==> src/sv/smx_pkg.sv <==
// Shared constants, types and helpers of the SplitMix64 range draw core.
package smx_pkg;

	localparam int SMX_W         = 64;  // generator word
	localparam int SMX_D_W       = 63;  // bounds, results, masked draw
	localparam int SMX_HALF_W    = 32;  // multiplier operand width
	localparam int SMX_FOLD_SH   = 33;
	localparam int SMX_FRAC_SH   = 11;
	localparam int SMX_MAX_TRIES = 256;

	localparam logic [SMX_W-1:0] SMX_MIX_C1      = 64'hff51afd7ed558ccd;
	localparam logic [SMX_W-1:0] SMX_MIX_C2      = 64'hc4ceb9fe1a85ec53;
	localparam logic [SMX_W-1:0] SMX_GAMMA_RESET = 64'h9e3779b97f4a7c15;

	// request kinds
	localparam logic [1:0] KIND_BIT  = 2'd0;
	localparam logic [1:0] KIND_INT  = 2'd1;
	localparam logic [1:0] KIND_FRAC = 2'd2;

	// configuration register indexes
	localparam logic REG_START_SEED = 1'b0;
	localparam logic REG_GAMMA      = 1'b1;

	// multiplier steps: low x low, low x high, high x low
	localparam logic [1:0] MUL_LL = 2'd0;
	localparam logic [1:0] MUL_LH = 2'd1;
	localparam logic [1:0] MUL_HL = 2'd2;

	typedef enum logic [10:0] {
		ST_IDLE    = 11'b000_0000_0001,
		ST_CHECK   = 11'b000_0000_0010,
		ST_ADV     = 11'b000_0000_0100,
		ST_M1GO    = 11'b000_0000_1000,
		ST_M1WAIT  = 11'b000_0001_0000,
		ST_M2GO    = 11'b000_0010_0000,
		ST_M2WAIT  = 11'b000_0100_0000,
		ST_DIVGO   = 11'b000_1000_0000,
		ST_DIVWAIT = 11'b001_0000_0000,
		ST_JUDGE   = 11'b010_0000_0000,
		ST_DONE    = 11'b100_0000_0000
	} smx_state_t;

	function automatic logic [SMX_W-1:0] smx_fold(input logic [SMX_W-1:0] x);
		return x ^ (x >> SMX_FOLD_SH);
	endfunction

endpackage

==> src/sv/smx_mul.sv <==
// Iterative 64x64 multiplier keeping the low 64 bits, one 32x32 product per cycle.
module smx_mul import smx_pkg::*; (
	input  logic             clk,
	input  logic             arst_n,
	input  logic             start,
	input  logic [SMX_W-1:0] a,
	input  logic [SMX_W-1:0] b,
	output logic             done,
	output logic [SMX_W-1:0] p
);

	logic [SMX_W-1:0]      a_q;
	logic [SMX_W-1:0]      b_q;
	logic [SMX_W-1:0]      acc_q;
	logic [1:0]            step_q;
	logic                  busy_q;
	logic                  done_q;
	logic [SMX_HALF_W-1:0] x;
	logic [SMX_HALF_W-1:0] y;
	logic [SMX_W-1:0]      prod;

	always_comb begin
		case (step_q)
			MUL_LL: begin
				x = a_q[SMX_HALF_W-1:0];
				y = b_q[SMX_HALF_W-1:0];
			end
			MUL_LH: begin
				x = a_q[SMX_HALF_W-1:0];
				y = b_q[SMX_W-1:SMX_HALF_W];
			end
			default: begin
				x = a_q[SMX_W-1:SMX_HALF_W];
				y = b_q[SMX_HALF_W-1:0];
			end
		endcase
		prod = {{(SMX_W-SMX_HALF_W){1'b0}}, x} * {{(SMX_W-SMX_HALF_W){1'b0}}, y};
	end

	always_ff @(posedge clk or negedge arst_n) begin
		if (!arst_n) begin
			busy_q <= 1'b0;
			done_q <= 1'b0;
			step_q <= MUL_LL;
		end else begin
			done_q <= busy_q && (step_q == MUL_HL);
			if (start) begin
				busy_q <= 1'b1;
				step_q <= MUL_LL;
			end else if (busy_q) begin
				if (step_q == MUL_HL) begin
					busy_q <= 1'b0;
				end
				step_q <= step_q + 2'd1;
			end
		end
	end

	// cross terms only contribute their low half, shifted up
	always_ff @(posedge clk) begin
		if (start) begin
			a_q <= a;
			b_q <= b;
		end else if (busy_q) begin
			if (step_q == MUL_LL) begin
				acc_q <= prod;
			end else begin
				acc_q <= acc_q + {prod[SMX_HALF_W-1:0], {SMX_HALF_W{1'b0}}};
			end
		end
	end

	assign done = done_q;
	assign p    = acc_q;

endmodule

==> src/sv/smx_div.sv <==
// Restoring remainder unit, one dividend bit per cycle.
module smx_div import smx_pkg::*; (
	input  logic               clk,
	input  logic               arst_n,
	input  logic               start,
	input  logic [SMX_D_W-1:0] dividend,
	input  logic [SMX_W-1:0]   divisor,
	output logic               done,
	output logic [SMX_D_W-1:0] rem
);

	localparam int CntW = $clog2(SMX_D_W);

	logic [SMX_D_W-1:0] num_q;
	logic [SMX_D_W-1:0] rem_q;
	logic [SMX_W-1:0]   div_q;
	logic [CntW-1:0]    cnt_q;
	logic               busy_q;
	logic               done_q;
	logic [SMX_W-1:0]   trial;
	logic [SMX_W-1:0]   diff;

	// remainder stays below the divisor, so the shifted value fits one word
	always_comb begin
		trial = {rem_q, num_q[SMX_D_W-1]};
		diff  = trial - div_q;
	end

	always_ff @(posedge clk or negedge arst_n) begin
		if (!arst_n) begin
			busy_q <= 1'b0;
			done_q <= 1'b0;
			cnt_q  <= '0;
		end else begin
			done_q <= busy_q && (cnt_q == CntW'(SMX_D_W - 1));
			if (start) begin
				busy_q <= 1'b1;
				cnt_q  <= '0;
			end else if (busy_q) begin
				if (cnt_q == CntW'(SMX_D_W - 1)) begin
					busy_q <= 1'b0;
				end
				cnt_q <= cnt_q + CntW'(1);
			end
		end
	end

	always_ff @(posedge clk) begin
		if (start) begin
			num_q <= dividend;
			div_q <= divisor;
			rem_q <= '0;
		end else if (busy_q) begin
			num_q <= {num_q[SMX_D_W-2:0], 1'b0};
			if (trial >= div_q) begin
				rem_q <= diff[SMX_D_W-1:0];
			end else begin
				rem_q <= trial[SMX_D_W-1:0];
			end
		end
	end

	assign done = done_q;
	assign rem  = rem_q;

endmodule

==> src/sv/splitmix64_range_draw_core.sv <==
// SplitMix64 draw core: random bit, bounded integer by rejection, 53-bit unit fraction.
//
// Each draw advances the 64-bit seed by gamma and mixes it with the
// two-multiply finalizer; both multiplies run on one shared iterative 64x64 unit
// that forms three 32x32 partial products, one per cycle. A bounded integer
// adds a restoring remainder unit; a biased remainder forces a redraw, up to
// MaxTries tries, the last remainder used as is. A reversed range (high_bound
// below low_bound) and the unused kind make no draw, leave the seed alone, and
// show a zero result; bad_range flags the reversed range. The core takes one
// request at a time: the next request can transfer in the same cycle that the
// result is shown, and it is accepted while the last result still waits in the
// output register. A held result stalls the next one in its final state.
// Writing start_seed reloads the running seed; write configuration only while
// idle.
module splitmix64_range_draw_core import smx_pkg::*; #(
	parameter int MaxTries = SMX_MAX_TRIES
) (
	input  logic           clk,
	input  logic           arst_n,
	// request stream
	input  logic           s_axis_tvalid,
	output logic           s_axis_tready,
	input  logic [127:0]   s_axis_tdata,  // [62:0] low_bound, [125:63] high_bound, zero pad
	input  logic [1:0]     s_axis_tuser,  // [1:0] kind
	// result stream
	output logic           m_axis_tvalid,
	input  logic           m_axis_tready,
	output logic [63:0]    m_axis_tdata,  // [62:0] draw_result, zero pad
	output logic [0:0]     m_axis_tuser,  // [0] bad_range
	// configuration writes
	input  logic           cfg_valid,
	output logic           cfg_ready,
	input  logic           cfg_index,
	input  logic [63:0]    cfg_data
);

	localparam int TryW = $clog2(MaxTries);

	smx_state_t         state_q;
	logic [SMX_W-1:0]   seed_q;
	logic [SMX_W-1:0]   gamma_q;
	logic [TryW-1:0]    tries_q;
	logic               out_valid_q;

	logic [1:0]         kind_q;
	logic [SMX_D_W-1:0] lo_q;
	logic [SMX_D_W-1:0] hi_q;
	logic [SMX_D_W-1:0] span_q;
	logic [SMX_D_W-1:0] draw_q;
	logic [SMX_D_W-1:0] res_q;
	logic               bad_q;
	logic [SMX_D_W-1:0] out_data_q;
	logic               out_bad_q;

	logic               in_xfer;
	logic               out_free;
	logic               mul_start;
	logic [SMX_W-1:0]   mul_a;
	logic [SMX_W-1:0]   mul_b;
	logic               mul_done;
	logic [SMX_W-1:0]   mul_p;
	logic [SMX_W-1:0]   draw;
	logic               div_start;
	logic [SMX_W-1:0]   modulus;
	logic               div_done;
	logic [SMX_D_W-1:0] div_rem;
	logic [SMX_D_W-1:0] unbiased;
	logic               take_ok;
	logic [SMX_D_W-1:0] in_range;

	assign in_xfer   = s_axis_tvalid && s_axis_tready;
	assign out_free  = !out_valid_q || m_axis_tready;

	// first multiply folds the fresh seed, the second folds the first product
	assign mul_start = (state_q == ST_M1GO) || (state_q == ST_M2GO);
	assign mul_a     = (state_q == ST_M1GO) ? smx_fold(seed_q) : smx_fold(mul_p);
	assign mul_b     = (state_q == ST_M1GO) ? SMX_MIX_C1 : SMX_MIX_C2;
	assign draw      = smx_fold(mul_p);

	assign div_start = (state_q == ST_DIVGO);
	assign modulus   = {1'b0, span_q} + {{(SMX_W-1){1'b0}}, 1'b1};

	// accept the try when d - r does not exceed MASK63 - span
	assign unbiased  = draw_q - div_rem;
	assign take_ok   = unbiased <= ~span_q;
	assign in_range  = lo_q + div_rem;

	smx_mul u_mul (
		.clk    (clk),
		.arst_n (arst_n),
		.start  (mul_start),
		.a      (mul_a),
		.b      (mul_b),
		.done   (mul_done),
		.p      (mul_p)
	);

	smx_div u_div (
		.clk      (clk),
		.arst_n   (arst_n),
		.start    (div_start),
		.dividend (draw_q),
		.divisor  (modulus),
		.done     (div_done),
		.rem      (div_rem)
	);

	// sequencer, seed and output handshake
	always_ff @(posedge clk or negedge arst_n) begin
		if (!arst_n) begin
			state_q     <= ST_IDLE;
			seed_q      <= '0;
			gamma_q     <= SMX_GAMMA_RESET;
			tries_q     <= '0;
			out_valid_q <= 1'b0;
		end else begin
			if (cfg_valid && cfg_ready) begin
				unique case (cfg_index)
					REG_START_SEED: seed_q  <= cfg_data;
					REG_GAMMA:      gamma_q <= cfg_data;
					default:        ;
				endcase
			end

			// drop the shown result once taken, unless a new one replaces it
			if (out_valid_q && m_axis_tready && state_q != ST_DONE) begin
				out_valid_q <= 1'b0;
			end

			unique case (state_q)
				ST_IDLE: begin
					if (in_xfer) begin
						state_q <= ST_CHECK;
					end
				end
				ST_CHECK: begin
					tries_q <= '0;
					if (kind_q == KIND_BIT || kind_q == KIND_FRAC) begin
						state_q <= ST_ADV;
					end else if (kind_q == KIND_INT && !($signed(hi_q) < $signed(lo_q))) begin
						state_q <= ST_ADV;
					end else begin
						state_q <= ST_DONE;
					end
				end
				ST_ADV: begin
					seed_q  <= seed_q + gamma_q;
					state_q <= ST_M1GO;
				end
				ST_M1GO: state_q <= ST_M1WAIT;
				ST_M1WAIT: begin
					if (mul_done) begin
						state_q <= ST_M2GO;
					end
				end
				ST_M2GO: state_q <= ST_M2WAIT;
				ST_M2WAIT: begin
					if (mul_done) begin
						state_q <= (kind_q == KIND_INT) ? ST_DIVGO : ST_DONE;
					end
				end
				ST_DIVGO: state_q <= ST_DIVWAIT;
				ST_DIVWAIT: begin
					if (div_done) begin
						state_q <= ST_JUDGE;
					end
				end
				ST_JUDGE: begin
					// redraw on a biased remainder until the try budget runs out
					if (take_ok || tries_q == TryW'(MaxTries - 1)) begin
						state_q <= ST_DONE;
					end else begin
						tries_q <= tries_q + TryW'(1);
						state_q <= ST_ADV;
					end
				end
				ST_DONE: begin
					if (out_free) begin
						out_valid_q <= 1'b1;
						state_q     <= ST_IDLE;
					end
				end
				default: state_q <= ST_IDLE;
			endcase
		end
	end

	// request capture, working values and result hold
	always_ff @(posedge clk) begin
		if (in_xfer) begin
			kind_q <= s_axis_tuser;
			lo_q   <= s_axis_tdata[SMX_D_W-1:0];
			hi_q   <= s_axis_tdata[2*SMX_D_W-1:SMX_D_W];
		end
		if (state_q == ST_CHECK) begin
			span_q <= hi_q - lo_q;
			res_q  <= '0;
			bad_q  <= (kind_q == KIND_INT) && ($signed(hi_q) < $signed(lo_q));
		end
		if (state_q == ST_M2WAIT && mul_done) begin
			draw_q <= draw[SMX_D_W-1:0];
			if (kind_q == KIND_BIT) begin
				res_q <= {{(SMX_D_W-1){1'b0}}, draw[0]};
			end else begin
				res_q <= {{(SMX_D_W-(SMX_W-SMX_FRAC_SH)){1'b0}}, draw[SMX_W-1:SMX_FRAC_SH]};
			end
		end
		if (state_q == ST_JUDGE) begin
			res_q <= in_range;
		end
		if (state_q == ST_DONE && out_free) begin
			out_data_q <= res_q;
			out_bad_q  <= bad_q;
		end
	end

	assign s_axis_tready   = (state_q == ST_IDLE);
	assign cfg_ready       = 1'b1;
	assign m_axis_tvalid   = out_valid_q;
	assign m_axis_tdata    = {1'b0, out_data_q};
	assign m_axis_tuser[0] = out_bad_q;

	// multiplier completes only while the sequencer waits for it
	a_mul_done_in_wait: assert property (@(posedge clk) disable iff (!arst_n)
		mul_done |-> (state_q == ST_M1WAIT || state_q == ST_M2WAIT))
		else $error("multiplier finished outside a wait state");

	// remainder unit completes only while the sequencer waits for it
	a_div_done_in_wait: assert property (@(posedge clk) disable iff (!arst_n)
		div_done |-> state_q == ST_DIVWAIT)
		else $error("remainder unit finished outside its wait state");

	// a flagged range always carries a zero result
	a_bad_is_zero: assert property (@(posedge clk) disable iff (!arst_n)
		(m_axis_tvalid && m_axis_tuser[0]) |-> m_axis_tdata == '0)
		else $error("reversed range returned a nonzero result");

	// the seed moves only on a draw or a seed write
	a_seed_moves: assert property (@(posedge clk) disable iff (!arst_n)
		($past(state_q) != ST_ADV && !$past(cfg_valid)) |-> $stable(seed_q))
		else $error("seed changed without a draw or a seed write");

endmodule

==> config.mk <==
export PLATFORM = sky130hd
export DESIGN_NAME = splitmix64_range_draw_core
export DESIGN_NICKNAME = d
export VERILOG_FILES = /design/src/sv/smx_pkg.sv /design/src/sv/smx_mul.sv /design/src/sv/smx_div.sv /design/src/sv/splitmix64_range_draw_core.sv
export SDC_FILE = /design/constraint.sdc
export NUM_CORES = 2
export LEC_CHECK = 0
export ABC_AREA = 0
export BUFFER_PORTS_ARGS = -buffer_cell sky130_fd_sc_hd__buf_2
export CAP_MARGIN = 20
export CORE_ASPECT_RATIO = 1.4
export CORE_MARGIN = 5
export CORE_UTILIZATION = 30
export DETAILED_ROUTE_END_ITERATION = 10
export GPL_ROUTABILITY_DRIVEN = 0
export GPL_TIMING_DRIVEN = 0
export HOLD_SLACK_MARGIN = 0.1
export PLACE_DENSITY = 0.51
export SYNTH_ARGS = -nofsm -noshare
export SYNTH_HDL_FRONTEND = slang
export SYNTH_HIERARCHICAL = 1
export SYNTH_SLANG_ARGS = --single-unit
==> constraint.sdc <==
create_clock -name clk -period 30.9 [get_ports clk]
set_clock_uncertainty 0.05 [all_clocks]
set_input_delay 1.545 -clock clk [delete_from_list [all_inputs] [get_ports clk]]
set_output_delay 1.545 -clock clk [all_outputs]
set_load 0.05 [all_outputs]
==> key figures <==
Flow run
  • Max Cap Viol: 0

Logic synthesis
  • Synth Area in Compound Gates: 0.125
  • Syn Inst Count: 9350
  • Sequential element share of the synthesized area: 0.292
  • Yosys reg bits: about 920
  • Most frequent cells after synthesis: 1248 x inv_1, 1115 x nand2_1, 902 x fa_1
  • Share of flip-flops with an asynchronous set or reset: 0.173
  • Simple-gate share of the synthesized area: 0.125
  • Largest family of logic cells by synthesized area: adder cells
  • Distinct cell type count after synthesis: 126
  • YS warnings: 6
  • Post-synthesis instance area: roughly 0.09 mm^2
  • Area share of the largest cell type after synthesis: 0.233
  • Top_reg_cell synth: edfxtp_1
  • Mux contribution to synthesized area: 0.0458
  • Post-synth EDFFs: approximately 700
  • Leading area contributor after synthesis: edfxtp_1
  • Synth top area cells: edfxtp_1 23%, fa_1 20%, ha_1 9.4%
  • Cell with the most instances after synthesis: inv_1
  • Synth Area in XOR/XNOR: 0.0471
  • Mean Syn Cell Area: about 9.6 um^2
  • Synth Area in Adders: 0.294

Cells and area
  • Finished layout cell area: slightly above 0.1 mm^2
  • Sequential cell area: 0.0264 mm^2
  • Layout area overhead: 11.9%
  • Fillers: 30681
  • Area of the multi-input gates: approximately 0.058 mm^2
  • Share of cells above drive strength 1: 0.0945
  • # nets final: roughly 12000

Timing
  • Ratio of final minimum period to clock period: 0.448
  • F_max: ~72 MHz
  • Period minus WS final: between 10 and 15 ns
  • Worst Tran Pin Value: roughly 1.3 ns
  • Final Hold Fails: 0
  • RSZ-0062 raised after global routing: no
  • Slew headroom: 0.138
  • Final setup viols: 0
  • Fin. max-slew vios: 0
  • Worst setup margin: 17.06 ns
  • Final hold slack: about 0.37 ns

Critical path
  • Crit path depth: 38
  • Slowest cell on crit path: nor2_1
  • Critical path data arrival time: 14.39 ns
  • Reg2reg path depth: 38
  • Crit start category: register
  • Worst path most repeated cell: fa_1
  • Worst EP required: ~31 ns
  • Buf/Inv on CP: 11
  • FF-to-FF End: u_mul/p[63]
  • Kind of critical path: register to register
  • Crit path max-delay family: adder cells
  • Slowest stage delay, CP: between 0.9 and 1 ns
  • R2R Setup Slk: 17.06 ns
  • CP max FO: 10
  • Setup crit end kind: register
  • Reg-to-Reg Start: u_mul/step_q[0]

CTS
  • Root buf cell: clkbuf_16
  • Clk_lat worst skew: approximately 0.78 ns
  • Postcts setup bufs: 0
  • TritonCTS Buffers: around 100
  • # resized after CTS: 0
  • Clock buffer depth: 3
  • H-tree lvl count: 3
  • CTS Sinks: 924
  • CTS tree: done
  • Clock slew at reported path FFs: 0.07 ns
  • # hold bufs at CTS: 0

Routing
  • Total Wirelength: 348 mm
  • Post-DR vias/cell: approximately 5.2
  • DR iter-0 viols: about 5700
  • Post-route ant nets: 0
  • Routed wl met2: between 150 and 200 mm
  • WL met1: ~130 mm
  • DRT Pass-1 Iters: 6
  • DR top layer: met5
  • WL per Instance: 25.1 um
  • Met3 Routed Length: 19.5 mm
  • Vias post-DR: ~72000
  • # DRC: 0

Placed design
  • Post-DP HPWL: slightly below 300 mm
  • Placed inst area: a little under 0.1 mm^2
  • Setup slack at placement: approximately 17 ns
  • Port bufs: approximately 260

Hold path
  • Min-Delay Endpoint: out_data_q[9]
  • Worst hold stages: 0
  • Hold Crit Class: register to register
  • Hold Path Origin: res_q[9]

Die
  • IO Pins: around 270
  • Height of the die: about 660 um
  • Core area: 0.300 mm^2
  • Floorplan die width: 473 um
  • Initial core utilization: 0.301
  • Core Rows: 238
  • Die ar.: ~0.31 mm^2

Global route
  • Vias in the first global route: a little under 80000
  • Initial antenna violation count: 8
  • Total grt overflow: 0
  • Total track usage: 0.219
  • Largest net degree at the start of global routing: slightly below 100
  • First-pass GRT wire length: approximately 500 mm

Outcome
  • Status: completed
## layout by cell type (no fill, tap or decap), types with 24 or more instances in the layout
| cell | instances |
|---|---|
| buf_2 | 294 |
| dfstp_2 | 39 |
| o31ai_1 | 24 |
| inv_1 | 1244 |
| mux2_2 | 239 |
| conb_1 | 32 |
| edfxtp_1 | 701 |
| xnor2_1 | 290 |
| nor2_1 | 750 |
| and2_1 | 86 |
| o21a_1 | 63 |
| o211ai_1 | 35 |
| clkbuf_1 | 337 |
| clkbuf_16 | 103 |
| xor2_1 | 192 |
| nand2b_1 | 55 |
| nand2_1 | 1115 |
| fa_1 | 902 |
| nor3_1 | 80 |
| nor2b_1 | 50 |
| o21bai_1 | 78 |
| dfxtp_1 | 63 |
| dfrtp_1 | 121 |
| ha_1 | 680 |
| and3_1 | 59 |
| mux2i_1 | 125 |
| a21oi_1 | 534 |
| buf_4 | 37 |
| nand4_1 | 125 |
| nand3_1 | 124 |
| a211oi_1 | 76 |
| a31oi_1 | 51 |
| a21o_1 | 245 |
| o21ai_0 | 399 |
## cells by family after synthesis
family	after synthesis
buffers and inverters	1646
other	2
AOI/OAI and AO/OA	1766
DFF	924
adders and majority gates	1582
and+or+nand+nor	2564
xor gates and xnor gates	483
muxes	383
## worst max-delay path by stage
| stage | startpoint | end | slack (ns) |
|---|---|---|---|
| 2_1_floorplan | state_q[7] | u_mul/p[0] | 8.49 |
| 3_3_place_gp | state_q[7] | u_mul/p[27] | -7.16 |
| 5_1_grt | u_mul/step_q[1] | u_mul/p[63] | 16.67 |
| 6_report | u_mul/step_q[0] | u_mul/p[63] | 17.06 |
| 4_1_cts | u_mul/step_q[0] | u_mul/p[63] | 17.32 |
| 3_5_place_dp | u_mul/step_q[0] | u_mul/p[63] | 17.39 |
## cell type report
type                            instances  area share
Sequential cell                       924       0.261
Multi-Input combinational cell       6810       0.572
Inverter                             1249      0.0465
Timing Repair Buffer                  329      0.0213
Clock buffer                          117      0.0262
Clock inverter                         70     0.00700
Antenna cell                            3   0.0000744
Tap cell                             3960      0.0491
Buffer                                397      0.0170
## flip-flops by register name, summed over array words and instances (netlist names), 6 cells and up
register and flops:
u_div/rem 63, lo_q 63, tries_q 8, seed_q 64, hi_q 63, draw_q 63
state_q 11, u_div/div_q 64, span_q 63, u_mul/a_q 64, u_mul/b_q 64, out_data_q 63
res_q 63, u_div/num_q 63, gamma_q 64, u_mul/p 64, u_div/cnt_q 6
## per-layer routing
| metal | track usage | vias to the layer above |
|---|---|---|
| met3 | 0.0285 | 921 |
| li1 | - | 32315 |
| met5 | 0 | - |
| met2 | 0.393 | 2841 |
| met4 | 0.152 | 4 |
| met1 | 0.239 | 36185 |
## per-stage QoR
step	utilization	TNS (ns)	instances
CTS	0.336	0	13852
global placement	0.322	-438.80	13603
global route	0.337	0	13857
finish	0.337	0	13859
detailed placement	0.325	0	13665
floorplan	-	0	9380
Power is left out: the tool's default activity adds up to more than one toggle a clock period on the data nets, which glitch-free logic cannot reach.
